[src/rtl/sorted_list_engine_assert.svh]
// Assertion macros for the sorted list engine.
// Included by the RTL files that check their own logic; no other dependencies.
`ifndef SORTED_LIST_ENGINE_ASSERT_SVH
`define SORTED_LIST_ENGINE_ASSERT_SVH

// Checked on every rising edge outside reset.
`define SLE_ASSERT(lbl, prop, msg) \
	lbl: assert property (@(posedge clk) disable iff (!arst_n) prop) else $error(msg);

// Checked on every rising edge, reset included.
`define SLE_ASSERT_ALWAYS(lbl, prop, msg) \
	lbl: assert property (@(posedge clk) prop) else $error(msg);

`endif

[src/rtl/sle_pkg.sv]
// Shared types, widths and helpers for the sorted list engine.
// No dependencies; used by the interfaces, the cell and the top level.
package sle_pkg;

	localparam int DataW    = 32;
	localparam int PosW     = 5;
	localparam int CntOutW  = 5;
	localparam int StatusW  = 2;
	localparam int DepthDef = 16;

	typedef enum logic {
		OP_INSERT = 1'b0,
		OP_DELETE = 1'b1
	} opcode_t;

	typedef enum logic [StatusW-1:0] {
		ST_DONE  = 2'd0,
		ST_FULL  = 2'd1,
		ST_RANGE = 2'd2
	} status_t;

	// Control broadcast to every cell of the chain.
	typedef struct packed {
		logic                    ins_en;
		logic                    del_en;
		logic signed [DataW-1:0] value;
	} cell_ctl_t;

	// Flipping the sign bit turns a signed compare into an unsigned one.
	function automatic logic [DataW-1:0] order_key(input logic [DataW-1:0] raw);
		order_key = {~raw[DataW-1], raw[DataW-2:0]};
	endfunction

endpackage

[src/rtl/sle_if.sv]
// Request and response channel interfaces of the sorted list engine.
// Depends on sle_pkg for the field widths.
interface sle_req_if import sle_pkg::*; ();
	logic                    valid;
	logic                    ready;
	logic                    opcode;
	logic signed [DataW-1:0] value;
	logic [PosW-1:0]         position;

	modport source (output valid, opcode, value, position, input ready);
	modport sink (input valid, opcode, value, position, output ready);
endinterface

interface sle_rsp_if import sle_pkg::*; ();
	logic                    valid;
	logic                    ready;
	logic signed [DataW-1:0] removed_value;
	logic [StatusW-1:0]      status;
	logic [CntOutW-1:0]      entry_count;

	modport source (output valid, removed_value, status, entry_count, input ready);
	modport sink (input valid, removed_value, status, entry_count, output ready);
endinterface

[src/rtl/sle_cell.sv]
// One cell of the sorted list chain: holds a single entry and trades it
// with its neighbors on insert and delete. Depends on sle_pkg.
module sle_cell import sle_pkg::*; #(
	parameter int IDX   = 0,
	parameter int CNT_W = 5
) (
	input  logic                    clk,
	input  cell_ctl_t               ctl,
	input  logic [CNT_W-1:0]        count,
	input  logic [PosW-1:0]         position,
	input  logic                    prev_after,
	input  logic signed [DataW-1:0] prev_entry,
	input  logic signed [DataW-1:0] next_entry,
	output logic                    after,
	output logic                    hit,
	output logic signed [DataW-1:0] entry
);

	localparam int CW = (CNT_W > PosW) ? CNT_W : PosW;
	localparam int IW = (CW > 9) ? CW : 9;

	logic signed [DataW-1:0] entry_q;
	logic                    occupied;
	logic                    del_shift;

	assign occupied  = IW'(IDX) < IW'(count);
	// A cell at or past the insert slot is either empty or holds a value not smaller.
	assign after     = !occupied || (order_key(entry_q) >= order_key(ctl.value));
	assign del_shift = IW'(IDX + 1) >= IW'(position);
	assign hit       = IW'(IDX + 1) == IW'(position);
	assign entry     = entry_q;

	always_ff @(posedge clk) begin
		if (ctl.ins_en) begin
			if (prev_after) begin
				entry_q <= prev_entry;
			end else if (after) begin
				entry_q <= ctl.value;
			end
		end else if (ctl.del_en && del_shift) begin
			entry_q <= next_entry;
		end
	end

endmodule

[src/rtl/sorted_list_engine.sv]
// Top level of the sorted list engine: the chain of cells, the entry count
// and the registered response. Depends on sle_pkg, sle_if, sle_cell.
//
// The engine keeps up to DEPTH signed 32-bit values in non-decreasing order
// and takes one request per clock: an insert places the value before the
// first entry that is not smaller, a delete removes the entry at a 1-based
// position and returns it. Every request gives one response the cycle after
// it is accepted, holding the new count and a status (done, list full, or
// position out of range; a rejected request leaves the list as it was).
// All cells compare against the request and shift toward their neighbor in
// the same cycle, so the row of cells sets the clock period, not the rate.
// A new request is accepted whenever the response register is empty or is
// being taken in that cycle. No clearing pass is needed after reset.
`include "sorted_list_engine_assert.svh"

module sorted_list_engine import sle_pkg::*; #(
	parameter int DEPTH = DepthDef
) (
	input  logic     clk,
	input  logic     arst_n,
	sle_req_if.sink  req,
	sle_rsp_if.source rsp
);

	localparam int CNT_W = $clog2(DEPTH + 1);
	localparam int CW    = (CNT_W > PosW) ? CNT_W : PosW;

	logic [CNT_W-1:0]        count_q;
	logic [CNT_W-1:0]        count_next;
	logic                    rsp_valid_q;
	logic signed [DataW-1:0] removed_q;
	logic [StatusW-1:0]      status_q;
	logic [CntOutW-1:0]      count_out_q;

	logic                    accept;
	logic                    is_insert;
	logic                    full;
	logic                    del_ok;
	status_t                 status_next;
	logic signed [DataW-1:0] removed_next;
	cell_ctl_t               ctl;

	logic                    after_w [DEPTH];
	logic                    hit_w   [DEPTH];
	logic signed [DataW-1:0] entry_w [DEPTH];

	assign req.ready = !rsp_valid_q || rsp.ready;
	assign accept    = req.valid && req.ready;
	assign is_insert = req.opcode == OP_INSERT;
	assign full      = count_q == CNT_W'(DEPTH);
	assign del_ok    = (req.position != '0) && (CW'(req.position) <= CW'(count_q));

	assign ctl.ins_en = accept && is_insert && !full;
	assign ctl.del_en = accept && !is_insert && del_ok;
	assign ctl.value  = req.value;

	for (genvar k = 0; k < DEPTH; k++) begin : g_cell
		sle_cell #(
			.IDX   (k),
			.CNT_W (CNT_W)
		) u_cell (
			.clk        (clk),
			.ctl        (ctl),
			.count      (count_q),
			.position   (req.position),
			.prev_after ((k == 0) ? 1'b0 : after_w[(k == 0) ? 0 : k - 1]),
			.prev_entry ((k == 0) ? req.value : entry_w[(k == 0) ? 0 : k - 1]),
			.next_entry (entry_w[(k == DEPTH - 1) ? k : k + 1]),
			.after      (after_w[k]),
			.hit        (hit_w[k]),
			.entry      (entry_w[k])
		);
	end

	// At most one cell matches the position, so the entries can be OR-ed.
	always_comb begin
		removed_next = '0;
		for (int k = 0; k < DEPTH; k++) begin
			removed_next = removed_next | (entry_w[k] & {DataW{hit_w[k]}});
		end
		if (!del_ok) begin
			removed_next = '0;
		end
	end

	always_comb begin
		count_next  = count_q;
		status_next = ST_DONE;
		if (is_insert) begin
			if (full) begin
				status_next = ST_FULL;
			end else begin
				count_next = count_q + CNT_W'(1);
			end
		end else begin
			if (del_ok) begin
				count_next = count_q - CNT_W'(1);
			end else begin
				status_next = ST_RANGE;
			end
		end
	end

	always_ff @(posedge clk or negedge arst_n) begin
		if (!arst_n) begin
			count_q     <= '0;
			rsp_valid_q <= 1'b0;
		end else begin
			if (accept) begin
				count_q     <= count_next;
				rsp_valid_q <= 1'b1;
			end else if (rsp.ready) begin
				rsp_valid_q <= 1'b0;
			end
		end
	end

	always_ff @(posedge clk) begin
		if (accept) begin
			removed_q   <= is_insert ? '0 : removed_next;
			status_q    <= status_next;
			count_out_q <= CntOutW'(count_next);
		end
	end

	assign rsp.valid         = rsp_valid_q;
	assign rsp.removed_value = removed_q;
	assign rsp.status        = status_q;
	assign rsp.entry_count   = count_out_q;

	`SLE_ASSERT(a_count_bound, count_q <= CNT_W'(DEPTH), "entry count above depth")
	`SLE_ASSERT(a_full_holds, accept && is_insert && full |=> $stable(count_q),
		"insert into full list changed the count")
	`SLE_ASSERT(a_insert_grows, ctl.ins_en |=> count_q == $past(count_q) + CNT_W'(1),
		"accepted insert did not grow the count")
	`SLE_ASSERT(a_reject_zero, rsp_valid_q && (status_q != ST_DONE) |-> removed_q == '0,
		"rejected request returned a nonzero value")

endmodule

[src/flat_wrapper.sv]
// flat-port wrapper written by rule: the top's interface ports become plain ports
module sorted_list_engine_flat import sle_pkg::*;
#(
	parameter int DEPTH = DepthDef
)
  (clk, arst_n, req_valid, req_opcode, req_value, req_position, req_ready, rsp_valid, rsp_removed_value, rsp_status, rsp_entry_count, rsp_ready);
  sle_req_if req_i ();
  sle_rsp_if rsp_i ();
  input  logic clk;
  input  logic arst_n;
  input wire logic [$bits(req_i.valid)-1:0] req_valid;
  input wire logic [$bits(req_i.opcode)-1:0] req_opcode;
  input wire logic [$bits(req_i.value)-1:0] req_value;
  input wire logic [$bits(req_i.position)-1:0] req_position;
  output wire logic [$bits(req_i.ready)-1:0] req_ready;
  output wire logic [$bits(rsp_i.valid)-1:0] rsp_valid;
  output wire logic [$bits(rsp_i.removed_value)-1:0] rsp_removed_value;
  output wire logic [$bits(rsp_i.status)-1:0] rsp_status;
  output wire logic [$bits(rsp_i.entry_count)-1:0] rsp_entry_count;
  input wire logic [$bits(rsp_i.ready)-1:0] rsp_ready;
  assign req_i.valid = req_valid;
  assign req_i.opcode = req_opcode;
  assign req_i.value = req_value;
  assign req_i.position = req_position;
  assign req_ready = req_i.ready;
  assign rsp_valid = rsp_i.valid;
  assign rsp_removed_value = rsp_i.removed_value;
  assign rsp_status = rsp_i.status;
  assign rsp_entry_count = rsp_i.entry_count;
  assign rsp_i.ready = rsp_ready;
  sorted_list_engine #(.DEPTH(DEPTH)) u_core (.clk(clk), .arst_n(arst_n), .req(req_i), .rsp(rsp_i));
endmodule
[config.mk]
export PLATFORM = sky130hd
export DESIGN_NAME = sorted_list_engine_flat
export DESIGN_NICKNAME = d
export VERILOG_FILES = /design/src/rtl/sle_pkg.sv /design/src/rtl/sle_if.sv /design/src/rtl/sle_cell.sv /design/src/rtl/sorted_list_engine.sv /design/src/flat_wrapper.sv
export VERILOG_INCLUDE_DIRS = /design/src /design/src/rtl
export SDC_FILE = /design/constraint.sdc
export NUM_CORES = 2
export LEC_CHECK = 0
export BUFFER_PORTS_ARGS = -buffer_cell sky130_fd_sc_hd__clkbuf_2
export CELL_PAD_IN_SITES_DETAIL_PLACEMENT = 0
export CELL_PAD_IN_SITES_GLOBAL_PLACEMENT = 2
export CORE_MARGIN = 2
export CORE_UTILIZATION = 38
export CTS_BUF_LIST = sky130_fd_sc_hd__clkbuf_16
export CTS_CLUSTER_DIAMETER = 80
export CTS_CLUSTER_SIZE = 28
export DETAILED_ROUTE_END_ITERATION = 8
export PLACE_DENSITY_LB_ADDON = 0.3
export SLEW_MARGIN = 20
export SYNTH_ARGS = -nofsm -noshare
export SYNTH_HDL_FRONTEND = slang
export SYNTH_HIERARCHICAL = 1
export SYNTH_SLANG_ARGS = --single-unit
[constraint.sdc]
create_clock -name clk -period 5 [get_ports clk]
set_clock_uncertainty 0.05 [all_clocks]
set_input_delay 1 -clock clk [delete_from_list [all_inputs] [get_ports clk]]
set_output_delay 1 -clock clk [all_outputs]
set_load 0.02 [all_outputs]
Word level (Yosys, flattened, before mapping):

Index checks and enable logic that the tools add are counted.

* reductions and logical operators: 91
* bitwise operators: 49
* magnitude comparators: 48
* add/subtract/negate cells: 2
* multiplexer cells: 69
* equality and inequality tests: 32

Operator list (count)
* two-way mux 32 bit: 61
* AND 32 bit: 16
* greater-or-equal comparator 32 bit: 16
* OR 32 bit: 15
* inequality test 3 bit, second input constant: 14
* equality test 4 x 5 -> 1 bit, first input constant: 8
* greater-or-equal comparator 4 x 5 -> 1 bit, first input constant: 8
* < comparator 4 x 5 -> 1 bit, first input constant: 8
* AND reduction 2 bit: 17
* nonzero test 2 bit: 17
* logical AND 1 bit: 21
* equality test 3 x 5 -> 1 bit, first input constant: 4
* greater-or-equal comparator 3 x 5 -> 1 bit, first input constant: 4
* < comparator 3 x 5 -> 1 bit, first input constant: 4
* zero test 1 bit: 18
* inverter 1 bit: 18
* logical OR 1 bit: 17
* two-way mux 5 bit: 3
* equality test 2 x 5 -> 1 bit, first input constant: 2
* greater-or-equal comparator 2 x 5 -> 1 bit, first input constant: 2
* < comparator 1 x 5 -> 1 bit, first input constant: 2
* < comparator 2 x 5 -> 1 bit, first input constant: 2
* adder 5 x 1 -> 5 bit, second input constant: 1
* equality test 1 x 5 -> 1 bit, first input constant: 1
* other kinds (9): 12

* bits of input ports: 42
* word-level logic and storage cells: 312
* flip-flop bits (word level): 557
* output and inout port bits: 41

Logic depth before layout (Yosys ltp):

* word-level depth: 17
* mapped depth: 12
* depth with buffers taken out: 10

Hierarchy:

Netlist, hierarchy kept.

Modules (own cells, without submodules)
* sle_cell (u_core.g_cell[0].u_cell ...): times used 2, cells each 260, seq. area each 960.9 um^2, area an instance 2477.4 um^2
* sorted_list_engine: times used 1, cells each 500, seq. area each 1321.3 um^2, area an instance 4654.5 um^2
* sle_cell (u_core.g_cell[8].u_cell): times used 1, cells each 258, seq. area each 960.9 um^2, area an instance 2497.4 um^2
* sle_cell (u_core.g_cell[13].u_cell): times used 1, cells each 259, seq. area each 960.9 um^2, area an instance 2489.9 um^2
* sle_cell (u_core.g_cell[15].u_cell): times used 1, cells each 256, seq. area each 960.9 um^2, area an instance 2488.6 um^2
* sle_cell (u_core.g_cell[14].u_cell): times used 1, cells each 260, seq. area each 960.9 um^2, area an instance 2479.9 um^2
* sle_cell (u_core.g_cell[9].u_cell): times used 1, cells each 263, seq. area each 960.9 um^2, area an instance 2472.4 um^2
* sle_cell (u_core.g_cell[6].u_cell): times used 1, cells each 258, seq. area each 960.9 um^2, area an instance 2471.1 um^2
* sle_cell (u_core.g_cell[12].u_cell): times used 1, cells each 259, seq. area each 960.9 um^2, area an instance 2469.9 um^2
* sle_cell (u_core.g_cell[10].u_cell): times used 1, cells each 259, seq. area each 960.9 um^2, area an instance 2468.6 um^2
* sle_cell (u_core.g_cell[4].u_cell): times used 1, cells each 257, seq. area each 960.9 um^2, area an instance 2468.6 um^2
* sle_cell (u_core.g_cell[3].u_cell): times used 1, cells each 262, seq. area each 960.9 um^2, area an instance 2454.9 um^2
* sle_cell (u_core.g_cell[7].u_cell): times used 1, cells each 261, seq. area each 960.9 um^2, area an instance 2453.6 um^2
* sle_cell (u_core.g_cell[11].u_cell): times used 1, cells each 256, seq. area each 960.9 um^2, area an instance 2452.4 um^2
* +2 rows

Worst setup path before layout:

No wires, ideal clock.

* path kind: input to register
* start point: in req_value[14]
* end point: reg u_core.g_cell[6].u_cell.entry_q[0], enable pin
* buffers on the path: 2
* setup slack: -380 ps
* setup time: 440 ps
* data arrival time: 4890 ps
* required time: 4510 ps
* stages on the path: 11
* cells stage by stage: inv_1 -> ha_1 -> nand4_2 -> or4_1 -> o32a_1 -> a211o_1 -> nand2_1 -> clkbuf_1 -> buf_2 -> inv_1 -> a41oi_1

RTL lines
* start: declaration: RTL line flat_wrapper.sv:13 `input wire logic [$bits(req_i.value)-1:0] req_value;`
* end signal: assignment: RTL line sle_cell.sv:36 `entry_q <= prev_entry;`
* end signal: assignment: RTL line sle_cell.sv:38 `entry_q <= ctl.value;`
* end signal: assignment: RTL line sle_cell.sv:41 `entry_q <= next_entry;`
* end: declaration: RTL line sle_cell.sv:22 `logic signed [DataW-1:0] entry_q;`

==> flow_summary.json <==
{
  "fmax_mhz": 229,
  "fillCellCount": 11265,
  "cts_made_buffers": 46,
  "postCtsSetupBuffers": 0,
  "detail_route.wl_per_cell_um": 31.1,
  "final_area_mm2": 0.0502,
  "cts_root_buf": "clkbuf_16",
  "cp-end-kind": "flop",
  "drt-vias-per-instance": 6.13,
  "cts_tree": "yes",
  "grt_pass1_wl_mm": 275,
  "powerDensity_mw_per_mm2": 349,
  "drcViolationCount": 0,
  "yosysWarnings": 6,
  "drt-initial-drc-count": 5344,
  "coreArea_mm2": 0.116,
  "fin_crit_ns": 4.36,
  "finalSetupViolCount": 0,
  "synth_nets": 5203,
  "grt_setup_unrepaired": "no",
  "syn-cell-area_mm2": 0.0442,
  "portBuffers": 82,
  "fin_nets": 5360,
  "cp.required_ns": 5.35,
  "crit_fanout": 20,
  "placed_area_mm2": 0.0485,
  "cp.arrival_ns": 4.71,
  "crit_path_start_kind": "input port",
  "maxCapViolations": 0,
  "p_leak_nw": 22.1,
  "holdBufCountCts": 0,
  "rows": 125,
  "clock_path_buffers": 3,
  "status": "finished clean",
  "drt_wl_total_mm": 198,
  "vias": 39013,
  "period_share_pct": 87.2,
  "place.gp.congestion": 0.955,
  "max_slew.worst_pin.slew_ns": 0.963,
  "slew_headroom_pct": 35.2,
  "grt_use_total_pct": 32.6,
  "ant_nets": 0,
  "die-area_mm2": 0.119,
  "dieWidth_um": 345,
  "drtPass1Iterations": 6,
  "multiInputGateArea_mm2": 0.0248,
  "cts_resized": 0,
  "ioPinCount": 83,
  "drive_above_1_share_pct": 10.8,
  "syn_area_per_cell_um2": 9.52,
  "post-dp-hpwl_mm": 144,
  "grt_antenna_before_repair": 9,
  "grt_pass1_vias": 35240,
  "synthCells": 4642,
  "syn2layout_area_growth_pct": 13.6,
  "hold_path.class": "input port to asynchronous set/reset pin",
  "final-seq-area_mm2": 0.0167,
  "irDropWorstVdd_v": 0.000260,
  "start_util_pct": 38.2,
  "clkTransAtPathRegs_ns": 0.08,
  "grt_max_degree": 176,
  "grt_overflow": 0,
  "final_max_slew_viol_count": 0,
  "crit_type": "input port to flop",
  "die_h_um": 345,
  "htree_num_levels": 2,
  "clk_latency_ns": 0.71,
  "hold_viol_final": 0,
  "clock_sinks": 557,
  "tns_ns": 0
}
flip-flops by register name, summed over array words and instances, names as in the netlist:
signal and flops:
u_core/g_cell.u_cell/entry 512, u_core/rsp.removed_value 32, u_core/count_q 5, u_core/rsp.entry_count 5, u_core/rsp.status 2, u_core/rsp.valid 1
final timing paths:
check                                                                   from                                      endpoint  slack (ns)  cells after the start
worst max-delay path                                           req_value[30]  u_core/g_cell[12].u_cell/entry[14]$_DFFE_PP_        0.64                     12
worst min-delay path                                                  arst_n                  u_core/rsp.valid$_DFFE_PN0P_        0.11                      1
worst max register to register  u_core/g_cell[11].u_cell/entry[13]$_DFFE_PP_  u_core/g_cell[12].u_cell/entry[14]$_DFFE_PP_        0.90                      9
worst min register to register                  u_core/rsp.valid$_DFFE_PN0P_                  u_core/rsp.valid$_DFFE_PN0P_        0.50                      2
max in group asynchronous                                             arst_n                 u_core/count_q[1]$_DFFE_PN0P_        4.61                      1
min in group clk                                                   req_valid                  u_core/rsp.valid$_DFFE_PN0P_        0.48                      2
report_power, final:
group          internal [W]  switching [W]
clock network       0.00199        0.00224
logic               0.00246        0.00415
registers           0.00589       0.000797
total                0.0103        0.00718
worst max-delay path: stages:
cell,delay (ns)
clkbuf_2,0.23
buf_4,0.25
inv_1,0.06
ha_1,0.29
nand4_1,0.20
nor2_1,0.52
nand4_1,0.45
a311oi_1,0.55
or3_2,0.24
buf_4,0.53
mux2i_1,0.28
a21oi_1,0.09
cell usage in the layout, fill, tap and decap left out, types with 56 or more instances in the layout:
cell,instances
a21oi_1,714
a221oi_1,98
a22o_1,98
a22oi_1,68
buf_12,59
buf_4,196
clkbuf_2,82
edfxtp_1,551
ha_1,519
inv_1,544
mux2i_1,512
nand2_1,116
nand4_1,75
nor2_1,563
o21ai_0,56
final cells by class:
type,count,area share (%)
antenna,3,0.0150
inverter,547,4.09
tap,1524,3.80
timing repair buffer,337,6.10
clock inverter,37,0.888
multi-input combinational,3310,49.5
clock buffer,47,2.34
sequential,557,33.3
stage by stage:
step / hold WS (ns) / utilization (%) / setup slack (ns) / std cells / total power [W]
after global routing: 0.107 / 43.3 / 0.586 / 6359 / 0.0182
after global placement: 0.468 / 41.9 / 0.189 / 6275 / 0.0131
after detailed placement: 0.479 / 41.9 / 0.145 / 6275 / 0.0132
final: 0.110 / 43.4 / 0.641 / 6362 / 0.0175
after floorplan: 0.558 / - / 0.279 / 4642 / 0.0103
after CTS: 0.0903 / 43.3 / 0.847 / 6359 / 0.0174
routing by layer:
layer,up-vias,share of wire [%],global-route usage [%]
met5,-,0.0061,0
met3,295,11,7.32
met2,2153,41,46.6
li1,17560,-,-
met4,2,3.3,9.33
met1,19003,44,48.6
Power figures use the tool's default switching activity.
